### config.mk
export PLATFORM = sky130hd
export DESIGN_NAME = obd2_service_responder
export DESIGN_NICKNAME = d
export VERILOG_FILES = /design/src/sv/obd_pkg.sv /design/src/sv/obd_front.sv /design/src/sv/obd_opq.sv /design/src/sv/obd_back.sv /design/src/sv/obd2_service_responder.sv
export SDC_FILE = /design/constraint.sdc
export NUM_CORES = 1
export LEC_CHECK = 0
export ABC_AREA = 0
export BUFFER_PORTS_ARGS = -buffer_cell sky130_fd_sc_hd__buf_2
export CAP_MARGIN = 15
export CELL_PAD_IN_SITES_DETAIL_PLACEMENT = 1
export CELL_PAD_IN_SITES_GLOBAL_PLACEMENT = 2
export CORE_UTILIZATION = 48
export CTS_BUF_LIST = sky130_fd_sc_hd__clkbuf_8
export CTS_CLUSTER_DIAMETER = 120
export DETAILED_ROUTE_END_ITERATION = 7
export PLACE_DENSITY = 0.95
export SETUP_SLACK_MARGIN = 0.15
export SYNTH_ARGS = -nofsm -noshare
export SYNTH_HDL_FRONTEND = slang
export SYNTH_SLANG_ARGS = --single-unit
### constraint.sdc
create_clock -name clk -period 12.1 [get_ports clk]
set_input_delay 1.21 -clock clk [delete_from_list [all_inputs] [get_ports clk]]
set_output_delay 1.21 -clock clk [all_outputs]
set_load 0.02 [all_outputs]
### src/sv/obd_pkg.sv
// Types and constants of the OBD-II service responder.
// Used by the front, the operation queue, the back and the top level.
package obd_pkg;

  localparam logic [1:0] CMD_REQ  = 2'd0;
  localparam logic [1:0] CMD_UPD  = 2'd1;
  localparam logic [1:0] CMD_SLOT = 2'd2;

  localparam logic [7:0] MODE_CUR = 8'h01;
  localparam logic [7:0] MODE_DTC = 8'h03;
  localparam logic [7:0] MODE_CLR = 8'h04;

  localparam logic [7:0] PID_MASK_ID = 8'h00;
  localparam logic [7:0] PID_LOAD    = 8'h04;
  localparam logic [7:0] PID_COOL    = 8'h05;
  localparam logic [7:0] PID_RPM     = 8'h0C;
  localparam logic [7:0] PID_SPEED   = 8'h0D;
  localparam logic [7:0] PID_THR     = 8'h11;

  localparam logic [7:0] POS_OFFSET  = 8'h40;
  localparam logic [7:0] NEG_REPLY   = 8'h7F;
  localparam logic [7:0] NRC_SERVICE = 8'h11;
  localparam logic [7:0] NRC_SUBFUNC = 8'h12;
  localparam logic [7:0] COOL_OFFSET = 8'd40;

  localparam logic [7:0] PID_MASK_BYTES [4] = '{8'hBE, 8'h3E, 8'hB8, 8'h11};

  localparam logic [3:0] LEN_MASK  = 4'd6;
  localparam logic [3:0] LEN_RPM   = 4'd4;
  localparam logic [3:0] LEN_ONE   = 4'd3;
  localparam logic [3:0] LEN_NEG   = 4'd3;
  localparam logic [3:0] LEN_CLEAR = 4'd1;
  localparam int         LIST_MAX  = 4;

  // floor(x*255/1000) is floor(floor(x*51/8)/25); the division by 25 is a
  // multiplication by a rounded-up reciprocal, exact for all 10-bit x.
  localparam int          PRE_W       = 13;
  localparam logic [5:0]  SCALE_MUL   = 6'd51;
  localparam logic [15:0] RECIP       = 16'd41944;
  localparam int          RECIP_SHIFT = 20;
  localparam int          PROD_W      = PRE_W + 16;

  localparam logic [15:0] RPM_RESET   = 16'd9800;
  localparam logic [7:0]  SPEED_RESET = 8'd68;
  localparam logic [8:0]  COOL_RESET  = 9'd88;
  localparam logic [7:0]  THR_RESET   = 8'd57;
  localparam logic [7:0]  LOAD_RESET  = 8'd86;
  localparam logic [7:0]  COUNT_RESET = 8'd1;
  localparam logic [15:0] SLOT0_RESET = 16'h0301;

  localparam int OPQ_DEPTH = 2;
  localparam int OPQ_AW    = 1;
  localparam int OPQ_CW    = 2;

  typedef enum logic [3:0] {
    OP_UPDATE,
    OP_SLOT,
    OP_PID_MASK,
    OP_RPM,
    OP_SPEED,
    OP_COOL,
    OP_THR,
    OP_LOAD,
    OP_BAD_PID,
    OP_LIST,
    OP_CLEAR,
    OP_BAD_MODE
  } op_kind_t;

  typedef struct packed {
    op_kind_t          kind;
    logic [7:0]        mode;
    logic [7:0]        pid;
    logic [15:0]       rpm;
    logic [7:0]        speed;
    logic [8:0]        cool;
    logic [PRE_W-1:0]  thr_pre;
    logic [PRE_W-1:0]  load_pre;
    logic [7:0]        count;
    logic [1:0]        slot_idx;
    logic [15:0]       slot_code;
  } op_t;

endpackage

### src/sv/obd_front.sv
// Front end: accepts command beats, drops those without effect, classifies
// requests and prescales live values into queue operations. Uses obd_pkg.
module obd_front (
  input  logic                   in_push,
  output logic                   in_full,
  input  logic [1:0]             in_cmd,
  input  logic [7:0]             in_req_length,
  input  logic [7:0]             in_req_mode,
  input  logic [7:0]             in_req_pid,
  input  logic [15:0]            in_rpm_quarter,
  input  logic [7:0]             in_speed_kmh,
  input  logic signed [8:0]      in_coolant_c,
  input  logic [9:0]             in_throttle_tenths,
  input  logic [9:0]             in_load_tenths,
  input  logic [7:0]             in_code_count,
  input  logic [1:0]             in_slot_index,
  input  logic [15:0]            in_slot_code,
  input  logic                   q_full,
  output logic                   q_push,
  output obd_pkg::op_t           q_op
);
  import obd_pkg::*;

  logic keep;
  logic [15:0] thr_x51;
  logic [15:0] load_x51;

  assign in_full  = q_full;
  assign thr_x51  = 16'(in_throttle_tenths) * 16'(SCALE_MUL);
  assign load_x51 = 16'(in_load_tenths) * 16'(SCALE_MUL);

  always_comb begin
    keep             = 1'b0;
    q_op.kind        = OP_BAD_MODE;
    q_op.mode        = in_req_mode;
    q_op.pid         = in_req_pid;
    q_op.rpm         = in_rpm_quarter;
    q_op.speed       = in_speed_kmh;
    q_op.cool        = $unsigned(in_coolant_c);
    q_op.thr_pre     = thr_x51[15:3];
    q_op.load_pre    = load_x51[15:3];
    q_op.count       = in_code_count;
    q_op.slot_idx    = in_slot_index;
    q_op.slot_code   = in_slot_code;
    case (in_cmd)
      CMD_UPD: begin
        keep      = 1'b1;
        q_op.kind = OP_UPDATE;
      end
      CMD_SLOT: begin
        keep      = 1'b1;
        q_op.kind = OP_SLOT;
      end
      CMD_REQ: begin
        if (in_req_length != 8'd0) begin
          case (in_req_mode)
            MODE_CUR: begin
              keep = (in_req_length >= 8'd2);
              case (in_req_pid)
                PID_MASK_ID: q_op.kind = OP_PID_MASK;
                PID_RPM:     q_op.kind = OP_RPM;
                PID_SPEED:   q_op.kind = OP_SPEED;
                PID_COOL:    q_op.kind = OP_COOL;
                PID_THR:     q_op.kind = OP_THR;
                PID_LOAD:    q_op.kind = OP_LOAD;
                default:     q_op.kind = OP_BAD_PID;
              endcase
            end
            MODE_DTC: begin
              keep      = 1'b1;
              q_op.kind = OP_LIST;
            end
            MODE_CLR: begin
              keep      = 1'b1;
              q_op.kind = OP_CLEAR;
            end
            default: begin
              keep      = 1'b1;
              q_op.kind = OP_BAD_MODE;
            end
          endcase
        end
      end
      default: keep = 1'b0;
    endcase
  end

  assign q_push = in_push && !q_full && keep;

endmodule

### src/sv/obd_opq.sv
// Short operation queue between the front and the back.
// Register based, first in first out; uses obd_pkg.
module obd_opq (
  input  logic         clk,
  input  logic         rst_n,
  input  logic         wr_en,
  input  obd_pkg::op_t wr_op,
  output logic         full,
  input  logic         rd_en,
  output obd_pkg::op_t rd_op,
  output logic         empty
);
  import obd_pkg::*;

  op_t              mem_r [OPQ_DEPTH];
  logic [OPQ_AW-1:0] wr_ptr_r;
  logic [OPQ_AW-1:0] wr_ptr_nxt;
  logic [OPQ_AW-1:0] rd_ptr_r;
  logic [OPQ_AW-1:0] rd_ptr_nxt;
  logic [OPQ_CW-1:0] cnt_r;
  logic [OPQ_CW-1:0] cnt_nxt;
  logic              do_wr;
  logic              do_rd;

  assign full  = (cnt_r == OPQ_CW'(OPQ_DEPTH));
  assign empty = (cnt_r == '0);
  assign rd_op = mem_r[rd_ptr_r];
  assign do_wr = wr_en && !full;
  assign do_rd = rd_en && !empty;

  always_comb begin
    wr_ptr_nxt = do_wr ? OPQ_AW'(wr_ptr_r + 1'b1) : wr_ptr_r;
    rd_ptr_nxt = do_rd ? OPQ_AW'(rd_ptr_r + 1'b1) : rd_ptr_r;
    cnt_nxt    = cnt_r;
    if (do_wr && !do_rd) begin
      cnt_nxt = OPQ_CW'(cnt_r + 1'b1);
    end else if (do_rd && !do_wr) begin
      cnt_nxt = OPQ_CW'(cnt_r - 1'b1);
    end
  end

  always_ff @(posedge clk) begin
    if (!rst_n) begin
      wr_ptr_r <= '0;
      rd_ptr_r <= '0;
      cnt_r    <= '0;
    end else begin
      wr_ptr_r <= wr_ptr_nxt;
      rd_ptr_r <= rd_ptr_nxt;
      cnt_r    <= cnt_nxt;
    end
  end

  always_ff @(posedge clk) begin
    if (do_wr) begin
      mem_r[wr_ptr_r] <= wr_op;
    end
  end

endmodule

### src/sv/obd_back.sv
// Back end: holds the vehicle snapshot, carries out queued operations and
// streams reply bytes through an output register. Uses obd_pkg.
module obd_back #(
  parameter int CODE_SLOTS = 4
) (
  input  logic         clk,
  input  logic         rst_n,
  input  logic         q_empty,
  input  obd_pkg::op_t q_op,
  output logic         q_pop,
  output logic         out_empty,
  input  logic         out_pop,
  output logic [7:0]   out_resp_byte,
  output logic         out_resp_last
);
  import obd_pkg::*;

  localparam int SW     = (CODE_SLOTS > 1) ? $clog2(CODE_SLOTS) : 1;
  localparam int LIST_N = (CODE_SLOTS < LIST_MAX) ? CODE_SLOTS : LIST_MAX;

  typedef enum logic {ST_IDLE, ST_EMIT} state_t;

  state_t      state_r,    state_nxt;
  op_t         cur_r,      cur_nxt;
  logic [3:0]  len_r,      len_nxt;
  logic [3:0]  idx_r,      idx_nxt;
  logic [15:0] rpm_r,      rpm_nxt;
  logic [7:0]  spd_r,      spd_nxt;
  logic [8:0]  cool_r,     cool_nxt;
  logic [7:0]  thr_r,      thr_nxt;
  logic [7:0]  load_r,     load_nxt;
  logic [7:0]  cnt_r,      cnt_nxt;
  logic [15:0] slots_r   [CODE_SLOTS];
  logic [15:0] slots_nxt [CODE_SLOTS];
  logic        out_vld_r,  out_vld_nxt;
  logic [7:0]  out_byte_r, out_byte_nxt;
  logic        out_last_r, out_last_nxt;

  logic              can_emit;
  logic [PROD_W-1:0] thr_prod;
  logic [PROD_W-1:0] load_prod;
  logic [8:0]        thr_q;
  logic [8:0]        load_q;
  logic [2:0]        list_n;
  logic [3:0]        code_pos;
  logic [2:0]        slot_k;
  logic [15:0]       code_word;
  logic [SW-1:0]     wr_idx;
  logic [7:0]        gen_byte;

  assign out_empty     = !out_vld_r;
  assign out_resp_byte = out_byte_r;
  assign out_resp_last = out_last_r;
  assign can_emit      = !out_vld_r || out_pop;
  assign q_pop         = (state_r == ST_IDLE) && !q_empty;

  assign thr_prod  = PROD_W'(q_op.thr_pre) * PROD_W'(RECIP);
  assign load_prod = PROD_W'(q_op.load_pre) * PROD_W'(RECIP);
  assign thr_q     = thr_prod[RECIP_SHIFT +: 9];
  assign load_q    = load_prod[RECIP_SHIFT +: 9];
  assign list_n    = (cnt_r < 8'(LIST_N)) ? 3'(cnt_r) : 3'(LIST_N);
  assign wr_idx    = SW'(q_op.slot_idx);

  assign code_pos  = 4'(idx_r - 4'd2);
  assign slot_k    = code_pos[3:1];
  assign code_word = (32'(slot_k) < CODE_SLOTS) ? slots_r[SW'(slot_k)] : 16'h0000;

  always_comb begin
    gen_byte = 8'h00;
    case (cur_r.kind)
      OP_PID_MASK, OP_RPM, OP_SPEED, OP_COOL, OP_THR, OP_LOAD: begin
        if (idx_r == 4'd0) begin
          gen_byte = 8'(MODE_CUR + POS_OFFSET);
        end else if (idx_r == 4'd1) begin
          gen_byte = cur_r.pid;
        end else begin
          case (cur_r.kind)
            OP_PID_MASK: gen_byte = PID_MASK_BYTES[code_pos[1:0]];
            OP_RPM:      gen_byte = code_pos[0] ? rpm_r[7:0] : rpm_r[15:8];
            OP_SPEED:    gen_byte = spd_r;
            OP_COOL:     gen_byte = 8'(cool_r[7:0] + COOL_OFFSET);
            OP_THR:      gen_byte = thr_r;
            OP_LOAD:     gen_byte = load_r;
            default:     gen_byte = 8'h00;
          endcase
        end
      end
      OP_LIST: begin
        if (idx_r == 4'd0) begin
          gen_byte = 8'(MODE_DTC + POS_OFFSET);
        end else if (idx_r == 4'd1) begin
          gen_byte = cnt_r;
        end else begin
          gen_byte = code_pos[0] ? code_word[7:0] : code_word[15:8];
        end
      end
      OP_CLEAR: gen_byte = 8'(MODE_CLR + POS_OFFSET);
      OP_BAD_PID, OP_BAD_MODE: begin
        if (idx_r == 4'd0) begin
          gen_byte = NEG_REPLY;
        end else if (idx_r == 4'd1) begin
          gen_byte = cur_r.mode;
        end else begin
          gen_byte = (cur_r.kind == OP_BAD_PID) ? NRC_SUBFUNC : NRC_SERVICE;
        end
      end
      default: gen_byte = 8'h00;
    endcase
  end

  always_comb begin
    state_nxt    = state_r;
    cur_nxt      = cur_r;
    len_nxt      = len_r;
    idx_nxt      = idx_r;
    rpm_nxt      = rpm_r;
    spd_nxt      = spd_r;
    cool_nxt     = cool_r;
    thr_nxt      = thr_r;
    load_nxt     = load_r;
    cnt_nxt      = cnt_r;
    slots_nxt    = slots_r;
    out_vld_nxt  = out_vld_r && !out_pop;
    out_byte_nxt = out_byte_r;
    out_last_nxt = out_last_r;
    case (state_r)
      ST_IDLE: begin
        if (q_pop) begin
          cur_nxt = q_op;
          idx_nxt = 4'd0;
          case (q_op.kind)
            OP_UPDATE: begin
              rpm_nxt  = q_op.rpm;
              spd_nxt  = q_op.speed;
              cool_nxt = q_op.cool;
              thr_nxt  = thr_q[8] ? 8'hFF : thr_q[7:0];
              load_nxt = load_q[8] ? 8'hFF : load_q[7:0];
              cnt_nxt  = q_op.count;
            end
            OP_SLOT: begin
              if (32'(q_op.slot_idx) < CODE_SLOTS) begin
                slots_nxt[wr_idx] = q_op.slot_code;
              end
            end
            OP_PID_MASK: begin
              len_nxt   = LEN_MASK;
              state_nxt = ST_EMIT;
            end
            OP_RPM: begin
              len_nxt   = LEN_RPM;
              state_nxt = ST_EMIT;
            end
            OP_SPEED, OP_COOL, OP_THR, OP_LOAD: begin
              len_nxt   = LEN_ONE;
              state_nxt = ST_EMIT;
            end
            OP_LIST: begin
              len_nxt   = 4'(4'd2 + {list_n, 1'b0});
              state_nxt = ST_EMIT;
            end
            OP_CLEAR: begin
              cnt_nxt   = 8'd0;
              len_nxt   = LEN_CLEAR;
              state_nxt = ST_EMIT;
            end
            default: begin
              len_nxt   = LEN_NEG;
              state_nxt = ST_EMIT;
            end
          endcase
        end
      end
      ST_EMIT: begin
        if (can_emit) begin
          out_vld_nxt  = 1'b1;
          out_byte_nxt = gen_byte;
          out_last_nxt = (idx_r == 4'(len_r - 4'd1));
          idx_nxt      = 4'(idx_r + 4'd1);
          if (idx_r == 4'(len_r - 4'd1)) begin
            state_nxt = ST_IDLE;
          end
        end
      end
      default: state_nxt = ST_IDLE;
    endcase
  end

  always_ff @(posedge clk) begin
    if (!rst_n) begin
      state_r   <= ST_IDLE;
      out_vld_r <= 1'b0;
      rpm_r     <= RPM_RESET;
      spd_r     <= SPEED_RESET;
      cool_r    <= COOL_RESET;
      thr_r     <= THR_RESET;
      load_r    <= LOAD_RESET;
      cnt_r     <= COUNT_RESET;
      for (int i = 0; i < CODE_SLOTS; i++) begin
        slots_r[i] <= (i == 0) ? SLOT0_RESET : 16'h0000;
      end
    end else begin
      state_r   <= state_nxt;
      out_vld_r <= out_vld_nxt;
      rpm_r     <= rpm_nxt;
      spd_r     <= spd_nxt;
      cool_r    <= cool_nxt;
      thr_r     <= thr_nxt;
      load_r    <= load_nxt;
      cnt_r     <= cnt_nxt;
      slots_r   <= slots_nxt;
    end
    cur_r      <= cur_nxt;
    len_r      <= len_nxt;
    idx_r      <= idx_nxt;
    out_byte_r <= out_byte_nxt;
    out_last_r <= out_last_nxt;
  end

endmodule

### src/sv/obd2_service_responder.sv
// Top level of the OBD-II service responder.
// Instantiates obd_front, obd_opq and obd_back; uses obd_pkg.
//
// The block takes one command beat per cycle while full is low: live-value
// updates and code-slot writes are applied by the back end as it pops
// them, and a request is issued and then emits its reply bytes in order;
// a listing of four codes at two bytes per code is the longest reply.
// The back end emits one reply byte per cycle into its output register
// while that register is empty or popped; a two-entry queue lets the front
// keep accepting while the back works or reply beats wait on pop.
// Requests of length zero, short mode 0x01 requests and unused commands are
// dropped at the front and cost nothing downstream.
module obd2_service_responder #(
  parameter int CODE_SLOTS = 4
) (
  input  logic              clk,
  input  logic              rst_n,
  input  logic              in_push,
  output logic              in_full,
  input  logic [1:0]        in_cmd,
  input  logic [7:0]        in_req_length,
  input  logic [7:0]        in_req_mode,
  input  logic [7:0]        in_req_pid,
  input  logic [15:0]       in_rpm_quarter,
  input  logic [7:0]        in_speed_kmh,
  input  logic signed [8:0] in_coolant_c,
  input  logic [9:0]        in_throttle_tenths,
  input  logic [9:0]        in_load_tenths,
  input  logic [7:0]        in_code_count,
  input  logic [1:0]        in_slot_index,
  input  logic [15:0]       in_slot_code,
  output logic              out_empty,
  input  logic              out_pop,
  output logic [7:0]        out_resp_byte,
  output logic              out_resp_last
);
  import obd_pkg::*;

  logic q_full;
  logic q_push;
  logic q_empty;
  logic q_pop;
  op_t  push_op;
  op_t  head_op;

  obd_front u_front (
    .in_push            (in_push),
    .in_full            (in_full),
    .in_cmd             (in_cmd),
    .in_req_length      (in_req_length),
    .in_req_mode        (in_req_mode),
    .in_req_pid         (in_req_pid),
    .in_rpm_quarter     (in_rpm_quarter),
    .in_speed_kmh       (in_speed_kmh),
    .in_coolant_c       (in_coolant_c),
    .in_throttle_tenths (in_throttle_tenths),
    .in_load_tenths     (in_load_tenths),
    .in_code_count      (in_code_count),
    .in_slot_index      (in_slot_index),
    .in_slot_code       (in_slot_code),
    .q_full             (q_full),
    .q_push             (q_push),
    .q_op               (push_op)
  );

  obd_opq u_opq (
    .clk   (clk),
    .rst_n (rst_n),
    .wr_en (q_push),
    .wr_op (push_op),
    .full  (q_full),
    .rd_en (q_pop),
    .rd_op (head_op),
    .empty (q_empty)
  );

  obd_back #(
    .CODE_SLOTS (CODE_SLOTS)
  ) u_back (
    .clk           (clk),
    .rst_n         (rst_n),
    .q_empty       (q_empty),
    .q_op          (head_op),
    .q_pop         (q_pop),
    .out_empty     (out_empty),
    .out_pop       (out_pop),
    .out_resp_byte (out_resp_byte),
    .out_resp_last (out_resp_last)
  );

endmodule

[After elaboration in Yosys (flattened, before gate mapping)]
Memory sizes are Yosys's and may differ from the RTL's. A register that Yosys moved wholly into a read port is not among the register bits.
Index checks and enable logic that the tools add are counted.
Word-level totals
  flip-flop bits (word level): 163
  latch bits: 0
  memory bits (writable): 210
  memory bits (read-only): 0
  input port bits: 109
  output and inout bits: 11
  word-level logic and storage cells: 162
  memories kept: 1
Memory list
  u_opq.mem_r: depth 2, width 105, read ports 1, clocked after Yosys merged registers in 1, write ports 1, line obd_opq.sv:15  | op_t mem_r [OPQ_DEPTH];
Operators by class
  add/sub/neg operators: 9
  multiply operators: 4
  divide/modulo/power cells: 0
  order comparisons: 7
  eq/ne operators: 30
  shift-type cells: 0
  muxes and demuxes: 49
  bitwise gates (word level): 5
  reductions and logical operators: 35
Operator list (count)
  $mux W8: 12
  $bwmux W64: 1
  $mux W16: 4
  $mul A13 B13 Y26 const B: 2
  $pmux W8 S6: 1
  $bmux W16 S2: 1
  $demux W16 S2: 1
  $mul A10 B6 Y16 const B: 2
  $pmux W8 S4: 1
  $eq A4 B4 Y1 const B: 6
  $eq A8 B3 Y1 const B: 3
  $pmux W4 S3: 2
  $pmux W4 S6: 1
  $pmux W4 S5: 1
  $bmux W8 S2: 1
  $eq A4 B2 Y1 const B: 4
  $eq A4 B3 Y1 const B: 4
  $eq A8 B4 Y1 const B: 2
  $pmux W8 S2: 1
  $mux W1: 12
  $mux W4: 3
  $reduce_and A3 Y1: 4
  $ge A3 B3 Y1 const B: 3
  $logic_and A1 B1 Y1: 9
  36 further kinds: 58

[Depth between registers and ports, before layout]
Gate-level depths: netlist of run 1.
  word-level depth: 10
  depth in mapped cells: 24

[By module]
A second synthesis of run 1 with hierarchy kept.
Unflattened totals
  cells, all modules: 2168
  area, all modules: 24815.0 um^2
By module, submodules not included
  obd_back: times used 1, cells an instance 1415, area each 13586.8 um^2, sequential area each 3553.4 um^2
  obd_opq: times used 1, cells an instance 352, area each 8061.5 um^2, sequential area each 6406.1 um^2
  obd_front: times used 1, cells an instance 401, area each 3166.8 um^2, sequential area each 0.0 um^2

[Least setup slack after synthesis of run 1]
Ideal clock, no wire load.
  path kind: input -> register
  from: input in_cmd[0]
  to: memory u_opq.mem_r[0][0] in the netlist's numbering, enable pin
  library setup time: 0.581 ns
  arrival time: 6.652 ns
  data required time: 11.519 ns
  path slack: 4.867 ns
  stages on the path: 5
  path buffers: 0
  cells stage by stage: inv_1 ha_1 a21oi_1 nor4b_1 nor2b_1
On the way
  longest elaborated chain between the ends: 7
  elaborated cells between the ends (all ways): 9
  classes of those cells: eq/ne (2); mux (3); reduce/logical (4)
Ends and longest elaborated chain
  start: declaration: line obd2_service_responder.sv:20  | input logic [1:0] in_cmd,
  $eq A2 B1 Y1 / $eq A2 B2 Y1 (equally long branches): line obd_front.sv:45  | case (in_cmd)
  $reduce_or A2 Y1 (no line)
  $pmux W1 S2 (*): line obd_front.sv:45
  $logic_and A1 B1 Y1 (*): line obd_front.sv:88  | assign q_push = in_push && !q_full && keep;
  $logic_and A1 B1 Y1 (*): line obd_opq.sv:28  | assign do_wr = wr_en && !full;
  net u_opq.do_wr: line obd_opq.sv:22  | logic do_wr;
  $mux W1 (*): line obd_opq.sv:55  | if (do_wr) begin
  $mux W1 (implied by the code) (*): line obd_opq.sv:56  | mem_r[wr_ptr_r] <= wr_op;
  end: declaration: line obd_opq.sv:15
The timed path passes the listed nets; every way through them passes the cells marked *.

==> results of run 1 <==
==> layout make-up <==
| class | instances | area share (%) |
|---|---|---|
| clock buffer | 74 | 3.94 |
| clock inverter | 42 | 1.00 |
| inverter | 259 | 3.76 |
| multi-input combinational | 1265 | 47.3 |
| sequential | 372 | 38.3 |
| tap | 615 | 2.98 |
| timing repair buffer | 132 | 2.70 |
==> worst register-to-register path: stages, from the launching register on <==
cell and delay, ns:
dfxtp_4 0.71, mux2i_1 0.71, inv_1 0.36, fa_1 0.56, ha_1 0.32, inv_1 0.08, fa_1 0.44, fa_1 0.53
fa_1 0.56, inv_1 0.05, ha_1 0.31, nand2_1 0.11, a21oi_1 0.05, nor4b_1 0.35, o211ai_1 0.22, a41oi_1 0.40
xnor2_1 0.12, nor3_1 0.24, o21ai_0 0.12
==> cell usage after synthesis (5+ instances only) <==
master and instances:
o31ai_1 6, nor3_1 27, nand3_1 20, nand2_1 160
inv_1 257, nor2_1 61, a21oi_1 57, a21o_1 12
dfxtp_1 127, o21a_1 5, o22ai_1 6, and2_1 36
fa_1 138, a211oi_1 6, a31oi_1 5, edfxtp_1 245
mux2i_1 94, o21ai_0 73, o211ai_1 16, buf_2 19
xnor2_1 41, nor2b_1 13, mux4_2 20, clkbuf_1 38
mux2_2 24, buf_1 5, a221oi_1 5, xor2_1 15
o211a_1 67, ha_1 264, nand4_1 5, or2_2 5
==> layer usage <==
metal	share of wire [%]	GRT usage [%]	up-vias
met5	0.018	0	-
met4	3.7	10.1	2
met3	3.1	3.56	113
met2	52	41.8	237
met1	41	27.0	7574
li1	-	-	7159
==> cell families (layout without fill, tap and decap cells) <==
logic type | after synthesis | in the layout | share of synthesized area, %
buffers and inverters | 323 | 507 | 5.33
AND/OR/NAND/NOR | 360 | 360 | 7.28
XOR/XNOR | 57 | 57 | 2.22
flip-flops | 372 | 372 | 42.4
multiplexers | 140 | 140 | 7.31
AO/OA/AOI/OAI | 305 | 305 | 9.39
adder cells (fa/ha/maj) | 403 | 403 | 26.0
==> state kept, by name (all words and copies together), names as in the netlist, named ones only <==
signal / count
u_back.out_vld_r: 1
u_back.cool_r: 8
u_back.slots_r: 64
u_back.rpm_r: 16
u_back.spd_r: 8
u_back.state_r: 1
u_opq.rd_ptr_r: 1
u_opq.mem_r: 208
u_back.load_r: 8
u_back.cnt_r: 8
u_back.len_r: 4
u_back.thr_r: 8
u_back.cur_r: 20
u_back.out_resp_last: 1
u_back.out_resp_byte: 8
u_back.idx_r: 4
u_opq.wr_ptr_r: 1
u_opq.cnt_r: 2
==> final timing paths <==
path | slack [ns] | depth (start not counted) | startpoint | endpoint
hold reg to reg | 0.50 | 1 | u_back.slots_r[2] | u_back.slots_r[2]
hold / removal | 0.50 | 1 | u_back.slots_r[2] | u_back.slots_r[2]
setup / recovery | 5.71 | 18 | register | u_back.thr_r[5]
setup reg to reg | 5.71 | 18 | register | u_back.thr_r[5]
==> per-stage QoR <==
step           hold slack, ns  instances  worst slack (ns)  area (sq um)  utilization [%]
6_report                0.498       2759              5.71         25800             54.0
5_1_grt                 0.513       2759              5.22         25800             54.0
4_1_cts                 0.500       2759              5.70         25800             54.0
3_5_place_dp            0.486       2643              5.72         24500             51.3
3_3_place_gp            0.456       2643              5.93         24500             51.3
2_1_floorplan           0.440       1960              4.87         23300                -
==> results.md, run 1 <==
- Antenna violations before repair: 1
- # DRC: 0
- Total Wirelength: 55300 um
- Final period util: 52.8%
- Area delta synth->final: 10.7%
- First-pass GRT wire length: 89700 um
- Critical Path End Type: register
- Share of post-route cells with drive strength above 1: 13.6%
- Number of flops mapped to enable cells by yosys: 245
- Syn Std Cell Area: 23300 sq um
- Hold Path Class: reg2reg
- ANT nets after route: 0
- Nets: 2607
- Top Family by Delay on Critical Path: adder cells
- Port Buffer Count: 118
- Clk_skew: 0.0180 ns
- CTS tree: yes
- Core area: 47800 sq um
- Iteration-0 DRC Markers: 800
- Crit path largest cell delay: 0.71 ns
- Die Y-Extent: 222 um
- CP most frequent cell: fa_1
- Routed vias/inst: 5.47
- Postcts setup bufs: 0
- Pre-antenna DRT Iters: 5
- H-tree levels: 3
- Top cells by area, synth: edfxtp_1 (32%), ha_1 (14%), fa_1 (12%)
- CTS resizes: 0
- Cell chain of the critical path: mux2i_1 -> inv_1 -> fa_1 -> ha_1 -> inv_1 -> fa_1 -> fa_1 -> fa_1 -> inv_1 -> ha_1 -> nand2_1 -> a21oi_1 -> nor4b_1 -> o211ai_1 -> a41oi_1 -> xnor2_1 -> nor3_1 -> o21ai_0
- Worst-margin pin slew: 0.873 ns
- Initial core utilization: 48.8%
- Worst path buffer plus inverter count: 3
- Max-Cap Viols: 0
- Antenna cells: 0
- Mapped Nets: 2471
- CTS Hold Bufs: 0
- RSZ-0062 raised after global routing: false
- Crit Path Max Fanout: 34
- Final Hold Fails: 0
- Worst skew pair latency: 0.64 ns
- Maximum clock frequency: 0.157 GHz
- # IOs: 120
- Critical path arrival: 6.86 ns
- Most used DFF post-synth: edfxtp_1
- Synth cell types: 77
- Area used by multi-input combinational logic: 12200 sq um
- Register area share after synthesis: 42.4%
- Hpwl dp: 41900 um
- Cells after Synth: 1960
- Worst endpoint required time: 12.57 ns
- Clock Sink Count: 372
- Share of the synthesized area in the top cell type: 31.5%
- Slowest-stage cell, CP: dfxtp_4
- Avg WL per Cell: 20.1 um
- Root Buffer: clkbuf_8
- Final setup fails: 0
- Total CTS buffers: 66
- Cell taking the most area after synthesis: edfxtp_1
- Die area: 49500 sq um
- Final slew viol count: 0
- Vias in the first global route: 17200
- Total vias in the final route: 15100
- Crit path time final: 6.39 ns
- Synth warn: 0
- Global route total overflow: 0
- Clk buf depth: 3
- CTS clock-pin slew for the worst setup and hold paths: 0.06 ns
- Num rows: 80
- FF+latch area: 9900 sq um
- Leading cell type in the layout, fill and taps excluded: inv_1
- Status: complete, no violations
- # fillers: 5048
- GPL Wtd Cong: 0.900
- Tot GR Track Use: 23.1%
- Setup TNS Final: 0 ns
- Worst Setup Path Type: reg2reg
- Die width: 222 um
- Slew headroom: 41.8%
- Yosys reg bits: 372
- Startpoint types: register
- Fraction of registers with async set/reset: 0%
- Pin count of the biggest net entering global routing: 68
- Commonest non-fill, non-tap cells in the layout: inv_1 (279), ha_1 (264), edfxtp_1 (245)
- Syn_area_per_cell: 11.9 sq um
Power of run 1 is left out: the tool's default activity adds up to more than one toggle a clock period on the data nets, which glitch-free logic cannot reach.
==> inputs of run 2 (changes only) <==
Settings changed: ABC_AREA 0 to 1, CORE_UTILIZATION 48 to 41, PLACE_DENSITY 0.95 to 0.93.
Clock period 12.1 ns to 6.45 ns, I/O delays scaled along.
==> run 2 against run 1 <==
Core utilization is 7.9 points lower; die area is 23% higher; highest routed layer unchanged; critical path type unchanged; first-iteration DRC count fell by 1.0%; flip-flop and latch count unchanged; setup slack lost 4.9 ns; sequential share of layout area shrank 1.9 points; non-clock buffer count decreased by 4.
==> results.md, run 2 <==
- Status: complete, no violations
- Max-Cap Viols: 0
- Number of flops mapped to enable cells by yosys: 245
- Most common cell in the netlist: inv_1
- Register area share after synthesis: 40.5%
- Routed vias/inst: 5.16
- Cells after Synth: 2582
- Syn_area_per_cell: 9.48 sq um
- CTS resizes: 0
- Synth warn: 0
- Worst-margin pin slew: 0.985 ns
- Pin count of the biggest net entering global routing: 82
- Total vias in the final route: 18300
- Worst skew pair latency: 0.64 ns
- Hold Path Depth: 1
- Antenna violations before repair: 2
- Most used DFF post-synth: edfxtp_1
- Crit path time final: 5.63 ns
- Leading cell type in the layout, fill and taps excluded: inv_1
- H-tree levels: 3
- ANT nets after route: 0
- Cells after DPL: 3417
- Postcts setup bufs: 0
- Top Registers: u_opq.mem_r: 208 flops, u_back.slots_r: 64 flops, u_back.cur_r: 20 flops
- Critical path arrival: 6.17 ns
- Startpoint types: register
- Commonest non-fill, non-tap cells in the layout: inv_1 (487), nand2_1 (421), ha_1 (264)
- CTS Hold Bufs: 0
- Worst Setup Path Type: reg2reg
- Die width: 246 um
- Share of the synthesized area in the top cell type: 30.1%
- Total Wirelength: 64400 um
- Hpwl dp: 49000 um
- Area delta synth->final: 11.0%
- Mapped Nets: 3093
- Crit Path Max Fanout: 55
- Share of post-route cells with drive strength above 1: 10.3%
- Top cells by area, synth: edfxtp_1 (30%), ha_1 (13%), fa_1 (11%)
- Top reg by flops: u_opq.mem_r
- Pre-antenna DRT Iters: 5
- Yosys reg bits: 372
- GPL Wtd Cong: 0.904
- Initial core utilization: 41.5%
- Final WS setup: 0.818 ns
- Slew headroom: 34.2%
- Avg WL per Cell: 18.2 um
- Final period util: 87.3%
- Vias in the first global route: 20300
- Final Hold Fails: 0
- Clk buf depth: 3
- Post-route cell area: 27200 sq um
- CTS tree: yes
- Final cell count without fillers: 3539
- Die area: 60700 sq um
- Hold Path Class: in2reg
- Final slew viol count: 0
- Commonest cells in the netlist: inv_1 (459), nand2_1 (421), ha_1 (264), edfxtp_1 (245), a21oi_1 (223)
- Num rows: 89
- R2r worst-path depth: 23
- Fraction of registers with async set/reset: 0%
- Die Y-Extent: 246 um
- First-pass GRT wire length: 104000 um
- Iteration-0 DRC Markers: 792
- Crit path largest cell delay: 0.69 ns
- Maximum clock frequency: 0.178 GHz
- Syn Std Cell Area: 24500 sq um
- Worst endpoint required time: 6.99 ns
- Nets: 3223
- Total CTS buffers: 66
- Max reg flops: 208
- Final setup fails: 0
- Area after DPL: 25800 sq um
- CTS clock-pin slew for the worst setup and hold paths: 0.07 ns
- Setup TNS Final: 0 ns
- Synth cell types: 54
- RSZ-0062 raised after global routing: false
- Tot GR Track Use: 21.7%
- Cell taking the most area after synthesis: edfxtp_1
- # IOs: 120
- Port Buffer Count: 118
- Critical Path End Type: register
- Global route total overflow: 0
- Slowest-stage cell, CP: o21ai_0
- # DRC: 0
- Clk_skew: 0.0358 ns
- Core area: 59000 sq um
- CP most frequent cell: inv_1
- Cell chain of the critical path: o21ai_0 -> inv_1 -> ha_1 -> ha_1 -> inv_1 -> fa_1 -> inv_1 -> fa_1 -> inv_1 -> fa_1 -> inv_1 -> ha_1 -> nand2_1 -> inv_1 -> nand2_1 -> nor3_1 -> nand3_1 -> nand3_1 -> nand2_1 -> nand2_1 -> nand2_1 -> nor2_1 -> nor2_1
- Clock Sink Count: 372
- Place WS: 0.717 ns
- Root Buffer: clkbuf_8
[run 2: cell families (layout without fill, tap and decap cells)]
group                    Yosys count  count (layout)  share of synthesized area, %
XOR/XNOR                          39              39                          1.40
buffers and inverters            532             715                          8.47
other                              0               1                             0
adder cells (fa/ha/maj)          402             402                          24.8
AO/OA/AOI/OAI                    454             454                          10.1
AND/OR/NAND/NOR                  733             733                          12.6
flip-flops                       372             372                          40.5
multiplexers                      50              50                          2.24
[run 2: through the flow]
| stage | utilization (%) | hold WS [ns] |
|---|---|---|
| 2_1_floorplan | - | 0.425 |
| 3_3_place_gp | 43.7 | 0.437 |
| 3_5_place_dp | 43.7 | 0.448 |
| 4_1_cts | 46.0 | 0.130 |
| 5_1_grt | 46.0 | 0.159 |
| 6_report | 46.0 | 0.179 |
[run 2: per-layer routing]
metal,track usage [%],share of wire (%)
met3,3.19,3.3
met4,8.53,3.4
met1,26.6,44
met2,38.2,50
met5,0,0.017
[run 2: area by class of cell]
cell class | instances | area [sq um]
Clock inverter | 45 | 327
Antenna cell | 1 | 2.50
Sequential cell | 372 | 9900
Timing Repair Buffer | 128 | 666
Inverter | 466 | 1750
Fill cell | 6810 | 31800
Multi-Input combinational cell | 1678 | 12500
Clock buffer | 76 | 1050
Tap cell | 773 | 967
[run 2: critical path, delay by kind of cell, from the launching register on]
kind	cells	cell delay [ns]
adder cells (fa/ha/maj)	6	2.61
AND/OR/NAND/NOR	10	1.17
AO/OA/AOI/OAI	1	0.69
buffers and inverters	6	0.53
flip-flops	1	0.49
[run 2: final timing paths]
check	slack, ns	end	startpoint
worst max-delay path	0.82	u_back.thr_r[7]	register
worst min-delay path	0.18	u_opq.mem_r[1][58]	in_coolant_c[6]
worst max register to register	0.82	u_back.thr_r[7]	register
worst min register to register	0.45	u_back.slots_r[27]	u_back.slots_r[27]
Power of run 2 is left out for the same reason.
